`src/sv/tmsc_pkg.sv`:
```
package tmsc_pkg;
   localparam int CRD_W = 24;
   localparam int AX_W  = 25;
   localparam int PT_W  = 28;
   localparam int PR_W  = PT_W + AX_W;
   localparam int SUM_W = PR_W + 1;
   localparam int QW    = 17;
   localparam int TSW   = 11;
   localparam int CNT_W = 7;
   localparam int ADR_W = 15;
   localparam int RW    = 18;

   localparam logic [3:0] CSR_ORIGIN_X = 4'd0;
   localparam logic [3:0] CSR_ORIGIN_Y = 4'd1;
   localparam logic [3:0] CSR_EXTENT_W = 4'd2;
   localparam logic [3:0] CSR_EXTENT_H = 4'd3;
   localparam logic [3:0] CSR_TILE_W   = 4'd4;
   localparam logic [3:0] CSR_TILE_H   = 4'd5;
   localparam logic [3:0] CSR_COLS     = 4'd6;
   localparam logic [3:0] CSR_ROWS     = 4'd7;

   localparam logic FUNC_WRITE = 1'b0;
   localparam logic FUNC_QUERY = 1'b1;

   localparam logic [7:0] CODE_WALKABLE = 8'd1;

   typedef logic signed [PR_W-1:0]  prod_type;
   typedef logic signed [SUM_W-1:0] sum_type;

   typedef struct packed {
      logic           go;
      logic [QW-1:0]  dividend;
      logic [TSW-1:0] divisor;
   } div_req_type;
endpackage

```
`src/sv/tmsc_mul.sv`:
```
module tmsc_mul (
   input  logic                                 clock,
   input  logic signed [tmsc_pkg::PT_W-1:0]     a,
   input  logic signed [tmsc_pkg::AX_W-1:0]     b,
   output tmsc_pkg::prod_type                   prod
);
   tmsc_pkg::prod_type prod_ff;

   always_ff @(posedge clock) begin
      prod_ff <= a * b;
   end

   assign prod = prod_ff;
endmodule

```
`config.mk`:
```
export PLATFORM = sky130hd
export DESIGN_NAME = tmsc_mul
export DESIGN_NICKNAME = d
export VERILOG_FILES = /design/src/sv/tmsc_pkg.sv /design/src/sv/tmsc_mul.sv
export SDC_FILE = /design/constraint.sdc
export NUM_CORES = 2
export LEC_CHECK = 0
export BUFFER_PORTS_ARGS = -buffer_cell sky130_fd_sc_hd__buf_2
export CORE_UTILIZATION = 70
export DETAILED_ROUTE_END_ITERATION = 16
export PLACE_DENSITY_LB_ADDON = 0.2
export SLEW_MARGIN = 10
export SYNTH_ARGS = -nofsm -noshare
export SYNTH_HDL_FRONTEND = slang
export SYNTH_SLANG_ARGS = --single-unit
export TNS_END_PERCENT = 20
```
`constraint.sdc`:
```
create_clock -name clock -period 24.5 [get_ports clock]
set_clock_uncertainty 0.1 [all_clocks]
set_input_delay 3.675 -clock clock [delete_from_list [all_inputs] [get_ports clock]]
set_output_delay 3.675 -clock clock [all_outputs]
set_load 0.01 [all_outputs]
```
## Word level (Yosys, flattened, before mapping)

Cells that the tools add are included.

- Reduce and logical (&&, ||, !) cells: 0
- Magnitude comparators: 0
- Div/mod/pow operators: 0
- Add/subtract/negate cells: 0
- Bitwise operators: 0
- Equality and inequality tests: 0
- Multiply operators: 1
- Multiplexer cells: 0
- Shifts and indexed selects: 0

Operator list:

| kind | count |
|---|---|
| $mul A28 B25 Y53 | 1 |

- Input port bits: 54
- Output and inout bits: 53
- Bits in read-only memories: 0
- Memories kept: 0
- Word-level logic and storage cells: 2
- Memory bits (writable): 0
- Flip-flop bits (word level): 53
- Latch bits: 0

## Longest topological paths before layout

- Depth in word-level cells: 1
- Gate-level depth with buffers: 28
- Gate-level depth less buffers: 25

## Worst setup path after synthesis

Ideal clock, no wire load.

- Kind: input to register
- From: input port b[4] in the netlist's numbering
- To: register prod_ff[31], in the netlist prod[31]
- Stages on the path: 25
- Data arrival time: 10.142 ns
- Required time: 24.318 ns
- Path buffers: 2
- Library setup time: 0.082 ns
- Path slack: 14.176 ns
- Cell sequence: clkbuf_1 clkbuf_1 nand2_1 fa_1 inv_1 fa_1 inv_1 fa_1 fa_1 inv_1 fa_1 fa_1 inv_1 fa_1 inv_1 ha_1 a21o_1 o21bai_1 or3_1 nor2b_4 o31a_1 o21ai_2 a21boi_1 or4b_1 o2111ai_1

- Cells in the longest elaborated chain, start to end: 1

RTL lines:

| item | line | RTL |
|---|---|---|
| start, declared | tmsc_mul.sv:4 | `input logic signed [tmsc_pkg::AX_W-1:0] b,` |
| $mul A28 B25 Y53 | tmsc_mul.sv:10 | `prod_ff <= a * b;` |
| end signal, assigned | tmsc_mul.sv:10 |  |
| end, declared | tmsc_mul.sv:7 | `tmsc_pkg::prod_type prod_ff;` |

No other way between the ends.

## Final worst setup path

- From: input port b[24] in the netlist's numbering
- To: register prod_ff[52], in the netlist prod[52]

The elaborated chain is that of the path after synthesis.

==> impl_metrics.ini <==
[run_status]
outcome = finished clean

[worst_setup_path]
crit_top_cell = fa_1
cp-start-kind = primary input
crit_arrival_ns = 10.90
slowest_delay_ns = 0.64
cp_num_cells = 22
slowest_stage = inv_1
crit_path_end_kind = flip-flop
path_cells = buf_2, inv_1, nor2_1, fa_1, fa_1, fa_1, fa_1, fa_1, fa_1, inv_1, fa_1, inv_1, ha_1, and3_1, nand4_1, or4b_1, a21oi_1, o211ai_1, o21ai_2, nand3_1, a21oi_1, xnor2_1
worstSetupPathType = in -> reg
cp_num_buf_inv = 4
cp_top_family = adder cells
required_ns = 24.58
worstPathMaxFanout = 21

[logic_synthesis]
synth_edf_count = 0
synth_compound_area_share_pct = 4.34
synth_cells = 2789
synth-xor-area-share_pct = 1.93
synth_common_cells = fa_1 (727), inv_1 (702), and2_1 (354)
synth_adder_area_share_pct = 62.3
synth_area_leaders = fa_1 (55%), inv_1 (10%), and2_1 (8.4%)
yosysUniqueCellTypes = 60
avgSynthCellArea_um2 = 9.44
synth_area_um2 = 26300
yosysSeqAreaShare_pct = 4.03
synth-simple-area-share_pct = 15.5
syn_nets = 3717
synth_top_family_by_area = adder cells
ys_seq_elements = 53
async_reset_ff_share_pct = 0
yosys_warnings = 0
yosysTopAreaCell = fa_1
yosysMostFrequentCell = fa_1
synthMuxAreaShare_pct = 0
synth_flop_cell = dfxtp_1
synth_top_area_share_pct = 55.3

[finish]
fillers = 2693
multi_input_area_um2 = 22100
layout.cells.non_filler = 3243
area_delta_synth_final_pct = 3.04
regArea_um2 = 1060
largest_register_ffs = 53
layout.nets = 3698
final_cell_area_um2 = 27100
layout-drive-gt1-share_pct = 4.91

[global_route]
antenna_found_initial = 3
grt_pass1_wl_um = 109000
grt_overflow_total = 0
grt_max_degree = 29
grt_pass1_vias = 21124
track_usage_pct = 37.1

[timing]
hold_violations = 0
worstMarginPinSlew_ns = 0.937
setup_viol = 0
final_max_slew_viol_count = 0
timing.slew.headroom_pct = 37.4
layout_min_cycle_time_ns = 10.82
final.setup.tns_ns = 0
worst_slack_ns = 13.68
grt_setup_unrepaired = no
finalCritPeriodShare_pct = 44.2
fmax_mhz = 92.4

[clocking]
hold_buffers = 0
cts_buffer_depth = 2
h-tree-depth = 2
clockRootBuffer = clkbuf_16
clk_pin_slew_worst_paths_ns = 0.09
cts_sinks = 53
cts_tree = built
ctsResizeCount = 0
cts_made_buffers = 5
postCtsSetupRepairBufs = 0

[placed_design]
place_ws_ns = 13.41
hpwlAfterDp_um = 54700
gp_congestion = 0.962
post_dp_cell_area_um2 = 26900
io_buffers = 106
dp_cells = 3231

[routing]
antenna_left = 0
vias_per_cell = 5.82
totalWireLength_um = 66000
dr_total_vias = 18879
firstDrtPassIters = 7
routedWlPerCell_um = 20.3
drc = 0
dr.first_iter.drc_count = 1121

[die]
core_um2 = 36800
dieWidth_um = 196
die_h_um = 196
initial_core_util_pct = 71.6
num_io_pins = 107
floorplan.rows = 70
fp.dieArea_um2 = 38400

[worst_hold_path]
hold_path_class = in -> reg
hold_depth = 2

[flow_run]
maxCapViolCount = 0
==> path summary, 6_finish.rpt <==
path	slack, ns	to	start
setup / recovery	13.68	prod[52]	b[24]
hold / removal	3.85	prod[0]	a[0]
==> routing by layer <==
| metal | part of all wire (%) | up-vias | track usage [%] |
|---|---|---|---|
| met5 | 0 | - | 0 |
| met2 | 52 | 904 | 64.6 |
| li1 | - | 7957 | - |
| met3 | 6.5 | 247 | 3.70 |
| met4 | 6.8 | 0 | 22.0 |
| met1 | 35 | 9771 | 45.1 |
==> area by class of cell <==
| cell class | instances | area share, % |
|---|---|---|
| diodes | 4 | 0.0369 |
| clock buffers | 5 | 0.461 |
| clock inverters | 3 | 0.175 |
| inverters | 702 | 9.71 |
| multi-input cells | 1901 | 81.6 |
| flip-flops and latches | 53 | 3.91 |
| well taps | 468 | 2.16 |
| repair buffers | 107 | 1.98 |
==> metrics by stage <==
stage / hold WS, ns / utilization, %
5_1_grt: 3.84 / 73.7
3_3_place_gp: 3.97 / 73.3
6_report: 3.85 / 73.8
2_1_floorplan: 3.70 / -
3_5_place_dp: 3.97 / 73.3
4_1_cts: 3.82 / 73.7
==> cells by family (layout without fill, tap and decap cells) <==
family / count (synthesis) / count (layout)
AOI/OAI and AO/OA: 166 / 166
DFF: 53 / 53
other: 0 / 4
and+or+nand+nor: 803 / 803
xor gates and xnor gates: 58 / 58
buffers and inverters: 835 / 817
adders and majority gates: 874 / 874
==> cells in the final DEF, fill, tap and decap left out, types with 4 or more instances in the layout <==
master / synthesis / layout
o211ai_1: 6 / 6
nor2b_1: 4 / 4
xnor2_1: 38 / 38
clkbuf_16: 0 / 5
a21o_1: 29 / 29
fa_1: 727 / 727
ha_1: 147 / 147
buf_2: 1 / 106
nor2_1: 44 / 44
o2111ai_1: 4 / 4
and3_1: 5 / 5
dfxtp_1: 53 / 53
nand3_1: 6 / 6
and2_1: 354 / 354
nor3_1: 6 / 6
o21a_1: 4 / 4
xor2_1: 20 / 20
a21oi_1: 55 / 55
diode_2: 0 / 4
nand4_1: 11 / 11
o21bai_1: 9 / 9
nand2b_1: 12 / 12
nand2_1: 345 / 345
a31oi_1: 4 / 4
o21ai_0: 21 / 21
inv_1: 702 / 702
Power is not shown: default switching activity piles up to over one toggle a cycle in this logic, so the estimate is an artifact.
