## src/sv/tmsc_pkg.sv

```systemverilog
package tmsc_pkg;
   localparam int CRD_W = 24;
   localparam int AX_W  = 25;
   localparam int PT_W  = 28;
   localparam int PR_W  = PT_W + AX_W;
   localparam int SUM_W = PR_W + 1;
   localparam int QW    = 17;
   localparam int TSW   = 11;
   localparam int CNT_W = 7;
   localparam int ADR_W = 15;
   localparam int RW    = 18;

   localparam logic [3:0] CSR_ORIGIN_X = 4'd0;
   localparam logic [3:0] CSR_ORIGIN_Y = 4'd1;
   localparam logic [3:0] CSR_EXTENT_W = 4'd2;
   localparam logic [3:0] CSR_EXTENT_H = 4'd3;
   localparam logic [3:0] CSR_TILE_W   = 4'd4;
   localparam logic [3:0] CSR_TILE_H   = 4'd5;
   localparam logic [3:0] CSR_COLS     = 4'd6;
   localparam logic [3:0] CSR_ROWS     = 4'd7;

   localparam logic FUNC_WRITE = 1'b0;
   localparam logic FUNC_QUERY = 1'b1;

   localparam logic [7:0] CODE_WALKABLE = 8'd1;

   typedef logic signed [PR_W-1:0]  prod_type;
   typedef logic signed [SUM_W-1:0] sum_type;

   typedef struct packed {
      logic           go;
      logic [QW-1:0]  dividend;
      logic [TSW-1:0] divisor;
   } div_req_type;
endpackage

```

## src/sv/tmsc_div.sv

```systemverilog
module tmsc_div (
   input  logic                          clock,
   input  logic                          reset,
   input  tmsc_pkg::div_req_type         req,
   output logic                          done,
   output logic [tmsc_pkg::QW-1:0]       quo
);
   logic                        run_ff;
   logic                        done_ff;
   logic [4:0]                  cnt_ff;
   logic [tmsc_pkg::QW-1:0]     quo_ff;
   logic [tmsc_pkg::TSW-1:0]    rem_ff;
   logic [tmsc_pkg::TSW-1:0]    dvs_ff;
   logic [tmsc_pkg::TSW:0]      rem_sh;
   logic                        qbit;
   logic [tmsc_pkg::TSW-1:0]    rem_in;

   always_comb begin
      rem_sh = {rem_ff, quo_ff[tmsc_pkg::QW-1]};
      qbit   = rem_sh >= {1'b0, dvs_ff};
      rem_in = qbit ? tmsc_pkg::TSW'(rem_sh - {1'b0, dvs_ff}) : rem_sh[tmsc_pkg::TSW-1:0];
   end

   always_ff @(posedge clock) begin
      if (reset) begin
         run_ff  <= 1'b0;
         done_ff <= 1'b0;
         cnt_ff  <= '0;
      end else begin
         done_ff <= 1'b0;
         if (req.go) begin
            run_ff <= 1'b1;
            cnt_ff <= '0;
            quo_ff <= req.dividend;
            rem_ff <= '0;
            dvs_ff <= req.divisor;
         end else if (run_ff) begin
            quo_ff <= {quo_ff[tmsc_pkg::QW-2:0], qbit};
            rem_ff <= rem_in;
            cnt_ff <= cnt_ff + 5'd1;
            if (cnt_ff == 5'(tmsc_pkg::QW - 1)) begin
               run_ff  <= 1'b0;
               done_ff <= 1'b1;
            end
         end
      end
   end

   assign done = done_ff;
   assign quo  = quo_ff;
endmodule

```

## config.mk

```make
export PLATFORM = sky130hd
export DESIGN_NAME = tmsc_div
export DESIGN_NICKNAME = d
export VERILOG_FILES = /design/src/sv/tmsc_pkg.sv /design/src/sv/tmsc_div.sv
export SDC_FILE = /design/constraint.sdc
export NUM_CORES = 1
export LEC_CHECK = 0
export ABC_AREA = 1
export CAP_MARGIN = 20
export CORE_ASPECT_RATIO = 1.75
export CORE_UTILIZATION = 40
export DETAILED_ROUTE_END_ITERATION = 8
export DONT_BUFFER_PORTS = 1
export SLEW_MARGIN = 25
export SYNTH_ARGS = -nofsm -noshare
export SYNTH_HDL_FRONTEND = slang
export SYNTH_SLANG_ARGS = --single-unit
export TNS_END_PERCENT = 100
```

## constraint.sdc

```tcl
create_clock -name clock -period 4.4 [get_ports clock]
set_input_delay 0.88 -clock clock [delete_from_list [all_inputs] [get_ports clock]]
set_output_delay 0.88 -clock clock [all_outputs]
set_load 0.02 [all_outputs]
```

* Word level (Yosys, flattened, before mapping) *
Index checks and enable logic that the tools add are counted.

storage, ports and cells
  flip-flop bits (word level) = 46
  input port bits = 31
  word-level logic and storage cells = 25

cells by class
  add/subtract/negate cells = 2
  order comparisons = 1
  equality and inequality tests = 1
  mux-type cells = 8
  bitwise logic cells = 2
  reduce and logical (&&, ||, !) cells = 5

operators with widths
  kind                   count
  $mux W17               2
  $mux W11               2
  $ge A12 B11 Y1         1
  $sub A11 B11 Y11       1
  $add A5 B1 Y5 const B  1
  $eq A5 B5 Y1 const B   1
  $mux W1                4
  $reduce_and A2 Y1      2
  $reduce_or A3 Y1       1
  $not A1 Y1             2
  $reduce_bool A2 Y1     1
  $reduce_or A2 Y1       1

* Longest topological paths before layout *
Gate-level depths: netlist of run 1.

  depth after elaboration = 4
  mapped depth = 12
  gate-level depth less buffers = 12

* Worst setup path before layout of run 1 *
No wires, ideal clock.

  path kind = input port to flip-flop
  start = in req[28] (netlist name)
  end = reg quo_ff (netlist bit quo[0]), enable pin
  library setup time = 0.424 ns
  arrival time = 2.488 ns
  slack = 1.488 ns
  cell stages on the path = 3
  path buffers = 1
  cells stage by stage = inv_1 -> buf_6 -> a21oi_1

between the ends
  longest elaborated chain between the ends = 2

RTL lines
  item                          line            text
  start, declared               tmsc_div.sv:4   input tmsc_pkg::div_req_type req,
  $reduce_bool A2 Y1 (no line)  n/a
  $reduce_and A2 Y1 (no line)   n/a
  end signal, assigned          tmsc_div.sv:34  quo_ff <= req.dividend;
  end signal, assigned          tmsc_div.sv:38  quo_ff <= {quo_ff[tmsc_pkg::QW-2:0], qbit};
  end, declared                 tmsc_div.sv:11  logic [tmsc_pkg::QW-1:0] quo_ff;

No other way between the ends.
A chain may end at the register's enable or synchronous reset.

* Final worst setup path of run 1 *
  start = reg quo_ff (netlist bit quo[16])
  end = reg rem_ff[9] (netlist name) (data pin)

between the ends
  longest elaborated chain between the ends = 3
  elaborated cells between the ends (all ways) = 4
  those cells by class = 1 x add/sub; 1 x order compare; 2 x mux

RTL lines
  item                                                line                            text
  $sub A11 B11 Y11 or $ge A12 B11 Y1 (tied branches)  tmsc_div.sv:21, tmsc_div.sv:20
  $mux W11 (*)                                        tmsc_div.sv:21                  rem_in = qbit ? tmsc_pkg::TSW'(rem_sh - {1'b0, dvs_ff}) : rem_sh[tmsc_pkg::TSW-1:0];
  $mux W11 (*)                                        tmsc_div.sv:37                  end else if (run_ff) begin
  end signal, assigned                                tmsc_div.sv:39                  rem_ff <= rem_in;
  end, declared                                       tmsc_div.sv:12                  logic [tmsc_pkg::TSW-1:0] rem_ff;

Mark *: on every way between the ends. The rest lies on a longest branch, timed or not. The select of a mux whose other input is x is not followed.

==> results of run 1 <==
[synth_stat cells (all sizes together)]
library cell | n | area share
a21oi | 8 | 0.015
buf | 7 | 0.021
nor3 | 4 | 0.012
fa | 1 | 0.0074
inv | 58 | 0.080
ha | 13 | 0.060
nor2 | 36 | 0.056
nand2 | 115 | 0.16
xor2 | 2 | 0.0065
nand3 | 16 | 0.037
nor3b | 1 | 0.0028
nand4 | 14 | 0.035
o21ai | 4 | 0.0088
nor4 | 2 | 0.0046
dfxtp | 7 | 0.052
xnor2 | 1 | 0.0032
a31oi | 1 | 0.0023
clkbuf | 2 | 0.0028
edfxtp | 39 | 0.43
[logic make-up (layout without fill, tap and decap cells)]
kind of cell | count (synthesis) | count (layout) | share of synthesized area
and+or+nand+nor | 188 | 188 | 0.308
buffers and inverters | 67 | 67 | 0.104
DFF | 46 | 46 | 0.485
adders and majority gates | 14 | 14 | 0.0675
AOI/OAI and AO/OA | 13 | 13 | 0.0259
xor gates and xnor gates | 3 | 3 | 0.00971
[power by group]
part	leakage [nW]	switching (mW)	internal, mW
Combinational	0.893	0.142	0.0772
Sequential	0.431	0.0307	0.513
Clock	0.0698	0.157	0.210
[per-layer routing]
layer  vias to the layer above  GRT usage
met5                         -          0
met4                         0      0.110
met3                        12     0.0288
met2                        53      0.301
met1                       881      0.165
li1                       1051          -
[flip-flops by register name, indices dropped and copies added, names as in the netlist]
name and flops:
cnt_ff 5, run_ff 1, dvs_ff 11, done 1, quo 17, rem_ff 11
[final cells by class]
| cell class | count | area share |
|---|---|---|
| multi-input combinational | 218 | 0.385 |
| tap | 82 | 0.0353 |
| inverter | 58 | 0.0749 |
| clock buffer | 5 | 0.0431 |
| clock inverter | 3 | 0.00732 |
| timing repair buffer | 1 | 0.00258 |
| sequential | 46 | 0.451 |
[final timing paths]
path / depth (start not counted) / end / from / slack (ns)
max: 11 / rem_ff[9]$_SDFFCE_PP0P_ / quo[16]$_DFFE_PP_ / 1.89
min reg2reg: 2 / cnt_ff[1]$_SDFFE_PP0P_ / cnt_ff[1]$_SDFFE_PP0P_ / 0.54
min: 2 / cnt_ff[1]$_SDFFE_PP0P_ / cnt_ff[1]$_SDFFE_PP0P_ / 0.54
max reg2reg: 11 / rem_ff[9]$_SDFFCE_PP0P_ / quo[16]$_DFFE_PP_ / 1.89
[worst register-to-register path: stages (launching register included)]
cell	delay, ns
edfxtp_1	0.50
inv_1	0.13
ha_1	0.19
fa_1	0.22
inv_1	0.06
nand3_1	0.08
nand3_2	0.11
nand3_2	0.23
nand3_2	0.11
nor2_2	0.51
nor2_1	0.11
nor2_1	0.12
[placed cells by master (no fill, tap or decap), types with 2 or more instances in the layout]
cell / instances
nor2_1: 28
xor2_1: 2
o21ai_0: 3
nand4_1: 13
nand3_1: 12
nor4_1: 2
nand2_2: 2
clkbuf_16: 5
ha_1: 13
edfxtp_1: 39
a21oi_1: 7
inv_1: 58
dfxtp_1: 7
nor2_2: 8
nand2_1: 113
nor3_1: 3
nand3_2: 4
[metrics by stage]
| stage | std cells | utilization |
|---|---|---|
| after global placement | 405 | 0.422 |
| after global routing | 413 | 0.444 |
| final | 413 | 0.444 |
| after floorplan | 331 | - |
| after CTS | 413 | 0.444 |
| after detailed placement | 405 | 0.422 |
==> impl_metrics.yaml, run 1 <==
worst_setup_path:
  cp_top_family: "simple AND/OR/NAND/NOR gates"
  worst_setup_path_end_kind: "flop"
  worst_path_most_repeated_cell: "nand3_2"
  required_ns: 4.55
  cp_max_fo: 12
  critPathLaunchType: "flop"
  critPathBufInv: 2
  crit_path_top_delay_cell: "nor2_2"
  cp_slowest_stage_delay_ns: 0.51
  worstPathCellList: "inv_1 -> ha_1 -> fa_1 -> inv_1 -> nand3_1 -> nand3_2 -> nand3_2 -> nand3_2 -> nor2_2 -> nor2_1 -> nor2_1"
  arrival_ns: 2.66
  crit_type: "flop to flop"
sta:
  worst_slew_pin_slew_ns: 0.833
  rsz0062_at_grt: "false"
  setup_tns_ns: 0
  skew_ns: 0.00706
  setup_ws_ns: 1.89
  setup_viol: 0
  max_freq_ghz: 0.399
  hold_viol: 0
  period_needed_ns: 2.51
  final_max_slew_viol_count: 0
  hold_ws_ns: 0.544
  finalCritPeriodShare: 0.570
  relSlewSlack: 0.444
synth:
  synthesis.nets: 376
  ys_warn_count: 0
  syn_area_mm2: 0.00271
  ys_ff_latch: 46
  synth.avg_cell_area_um2: 8.18
  synth.yosys.seq_area_share: 0.485
  synth_cells: 331
  ys_types: 27
place:
  place.gp.congestion: 0.826
  port_buffers: 0
  hpwl_um: 4230
  dpl-instance-area_mm2: 0.00276
  pre_cts_ws_ns: 1.78
routing:
  wl_um: 5370
  post-route-drc-count: 0
  drt-initial-drc-count: 54
  vias_per_cell: 4.84
  routed.top_layer: "met4"
  drtPass1Iterations: 4
  wl_per_cell_um: 13.0
  met3WireLength_um: 202
  ant_nets: 0
  dr_wl_met2_um: 2840
  num_vias: 1997
  wl_met1_um: 2090
die:
  boundaryPins: 49
  start_util: 0.414
  core_region_area_mm2: 0.00654
  die_x_um: 64.2
  dieArea_mm2: 0.00711
  die_h_um: 111
  rows: 39
final_layout:
  multi_input_area_mm2: 0.00112
  drive_gt1_frac: 0.0816
  fill_cells: 680
  nets: 375
  regArea_mm2: 0.00131
  design_area_mm2: 0.00291
  diodes: 0
  area_growth_pct: 7.35
min_path:
  hold_class: "flop to flop"
power:
  vdd_ir_drop_max_uv: 357
  p_total_mw: 1.13
  p_leak_nw: 1.39
  p_per_area_mw_per_mm2: 389
grt:
  antenna_found_initial: 0
  grt_first_pass_wirelength_um: 8880
  gr-usage-all-layers: 0.165
  grt_pass1_vias: 1986
  grt_overflow: 0
  grt_max_degree: 30
clock_network:
  clock_path_buffers: 2
  tritoncts: "yes"
  cts_sinks: 46
  cts.reportedPaths.clkPinSlew_ns: 0.06
  cts_setup_buffers: 0
  cts_buffers: 5
  clock_latency_ns: 0.29
  postCtsHoldBufs: 0
  htreeDepth: 2
  cts_resized: 0
  cts-root-buf: "clkbuf_16"
run:
  maxCapViolCount: 0
status:
  status: "finished clean"
Power figures use the tool's default switching activity.
==> inputs of run 2 (changes only) <==
--- a/config.mk
+++ b/config.mk
@@ -5,7 +5,7 @@
 export SDC_FILE = /design/constraint.sdc
 export NUM_CORES = 1
 export LEC_CHECK = 0
-export ABC_AREA = 1
+export ABC_AREA = 0
 export CAP_MARGIN = 20
 export CORE_ASPECT_RATIO = 1.75
 export CORE_UTILIZATION = 40
==> constraint.sdc (replaced) <==
create_clock -name clock -period 2.5 [get_ports clock]
set_input_delay 0.5 -clock clock [delete_from_list [all_inputs] [get_ports clock]]
set_output_delay 0.5 -clock clock [all_outputs]
set_load 0.02 [all_outputs]
==> run 2 against run 1 <==
Global-route usage is 0.45 points lower. Routed wire length is 15% lower. Die area is 10% lower. Register-to-register slack worse by 1.8 ns. Worst hold slack worse by 0.28 ns. First-iteration DRC count is 63% lower. Via count is 21% lower. Critical endpoint unchanged. Largest power group unchanged. Highest routed layer unchanged.
==> impl_metrics.yaml, run 2 <==
place:
  hpwl_um: 3450
  dp.cells: 286
  dpl-instance-area_mm2: 0.00257
  port_buffers: 0
  place.gp.congestion: 0.803
synth:
  ys_types: 39
  ys_warn_count: 0
  synth_edf_count: 39
  yosys-top-cells-count: "edfxtp_1 (39), inv_1 (17), mux2_2 (16)"
  synth_cells: 207
  ys_top_cells_by_area: "edfxtp_1 (48%), mux2_2 (7.4%), ha_1 (6.7%)"
  synth.yosys.seq_area_share: 0.541
  syn_area_mm2: 0.00242
  synth_top_area_frac: 0.483
  ys.flop_type: "edfxtp_1"
  ys_ff_latch: 46
  ys_async_sr_fraction: 0
  yosysMostFrequentCell: "edfxtp_1"
  synth.avg_cell_area_um2: 11.7
  yosysTopAreaCell: "edfxtp_1"
  synthesis.nets: 252
die:
  boundaryPins: 49
  start_util: 0.412
  die_h_um: 105
  core_region_area_mm2: 0.00588
  die_x_um: 60.8
  dieArea_mm2: 0.00638
  rows: 37
worst_setup_path:
  worst_setup_path_end_kind: "flop"
  cp_max_fo: 4
  r2r_cells: 7
  critPathLaunchType: "flop"
  arrival_ns: 2.44
  crit_type: "flop to flop"
  cp-startpoint: "rem_ff[0]$_SDFFCE_PP0P_"
  required_ns: 2.54
  worstReg2RegStart: "rem_ff[0]$_SDFFCE_PP0P_"
min_path:
  hold_class: "primary input to flop"
  whs_path_depth: 1
  hold_start: "reset"
clock_network:
  cts-root-buf: "clkbuf_8"
  clock_latency_ns: 0.30
  cts_buffers: 5
  cts.reportedPaths.clkPinSlew_ns: 0.08
  cts_sinks: 46
  clock_path_buffers: 2
  htreeDepth: 2
  postCtsHoldBufs: 0
  tritoncts: "yes"
sta:
  setup_viol: 0
  worst_slew_pin_slew_ns: 0.470
  final_max_slew_viol_count: 0
  finalCritPeriodShare: 0.961
  max_freq_ghz: 0.416
  skew_ns: 0.00792
  hold_viol: 0
  relSlewSlack: 0.686
  period_needed_ns: 2.40
grt:
  grt_max_degree: 30
  gr-usage-all-layers: 0.161
  grt_pass1_vias: 1595
  grt_first_pass_wirelength_um: 7290
  antenna_found_initial: 0
  grt_overflow: 0
routing:
  wl_per_cell_um: 15.5
  post-route-drc-count: 0
  num_vias: 1575
  drtPass1Iterations: 4
  drt-initial-drc-count: 20
  wl_um: 4590
  ant_nets: 0
  vias_per_cell: 5.32
final_layout:
  finalCoreUtilization: 0.457
  area_growth_pct: 10.8
  final_common_cell: "edfxtp_1"
  design_area_mm2: 0.00269
  drive_gt1_frac: 0.202
  nets: 262
  final_cells: 296
  largest_reg_flops: 17
  diodes: 0
  layout_common_cells: "edfxtp_1 (39), inv_1 (17), mux2_2 (16)"
power:
  p_total_mw: 1.82
  vdd_ir_drop_max_uv: 445
  p_leak_nw: 1.01
  p_per_area_mw_per_mm2: 678
run:
  maxCapViolCount: 0
status:
  status: "finished clean"
[run 2: changes by cell type after synthesis, sizes merged, moves of 5 or more]
cell   delta
buf       -6
or3       +9
nand2   -102
inv      -41
nand3    -15
o21ai    +10
nand4    -11
a21oi     +5
nor2     -20
mux2     +16
[run 2: worst max-delay path: stages (launching register included)]
cell      delay [ns]
edfxtp_1        0.42
ha_1            0.33
nor2b_1         0.15
o31a_1          0.28
o211a_1         0.25
o21ai_0         0.26
nor3b_1         0.31
o32ai_2         0.13
[run 2: kinds of logic after synthesis]
logic type	after synthesis	share of synthesized area
buffers and inverters	23	0.0387
flip-flops	46	0.541
adder cells (fa/ha/maj)	14	0.0754
AND/OR/NAND/NOR	54	0.118
XOR/XNOR	10	0.0362
multiplexers	17	0.0785
AO/OA/AOI/OAI	43	0.112
[run 2: final cells by class]
cell class                 count  area (µm²)
tap                           78        97.6
fill                         561        3190
clock inverter                 2        8.76
inverter                      17        63.8
timing repair buffer           9        71.3
clock buffer                   6        72.6
multi-input combinational    138        1060
sequential                    46        1310
[run 2: path summary, 6_finish.rpt]
| check | endpoint | slack, ns |
|---|---|---|
| setup / recovery | rem_ff[9]$_SDFFCE_PP0P_ | 0.1 |
| hold / removal | run_ff$_SDFF_PP0_ | 0.26 |
| setup reg to reg | rem_ff[9]$_SDFFCE_PP0P_ | 0.1 |
| hold reg to reg | cnt_ff[4]$_SDFFE_PP0P_ | 0.52 |
[run 2: where the power goes]
| part | internal (mW) | switching (mW) | leakage [nW] |
|---|---|---|---|
| logic | 0.202 | 0.234 | 0.534 |
| clock network | 0.192 | 0.232 | 0.0426 |
| registers | 0.908 | 0.0518 | 0.430 |
| total | 1.30 | 0.517 | 1.01 |
[run 2: timing repair]
action | 4_1_cts | 5_1_grt
setup endpoints to repair | 0 | 7
resized for setup | 0 | 4
setup buffers | 0 | 2
[run 2: routing by layer]
layer | track usage | share of wire
met3 | 0.0421 | 0.045
met1 | 0.168 | 0.37
met2 | 0.261 | 0.53
met4 | 0.123 | 0.056
met5 | 0 | 0
[run 2: metrics by stage]
step                setup TNS (ns)  hold slack [ns]  worst slack (ns)
detailed placement               0            0.513            0.0853
finish                           0            0.264            0.0975
global placement                 0            0.502             0.147
CTS                              0            0.253            0.0531
global route               -0.0206            0.248           -0.0118
floorplan                        0            0.479            0.0393
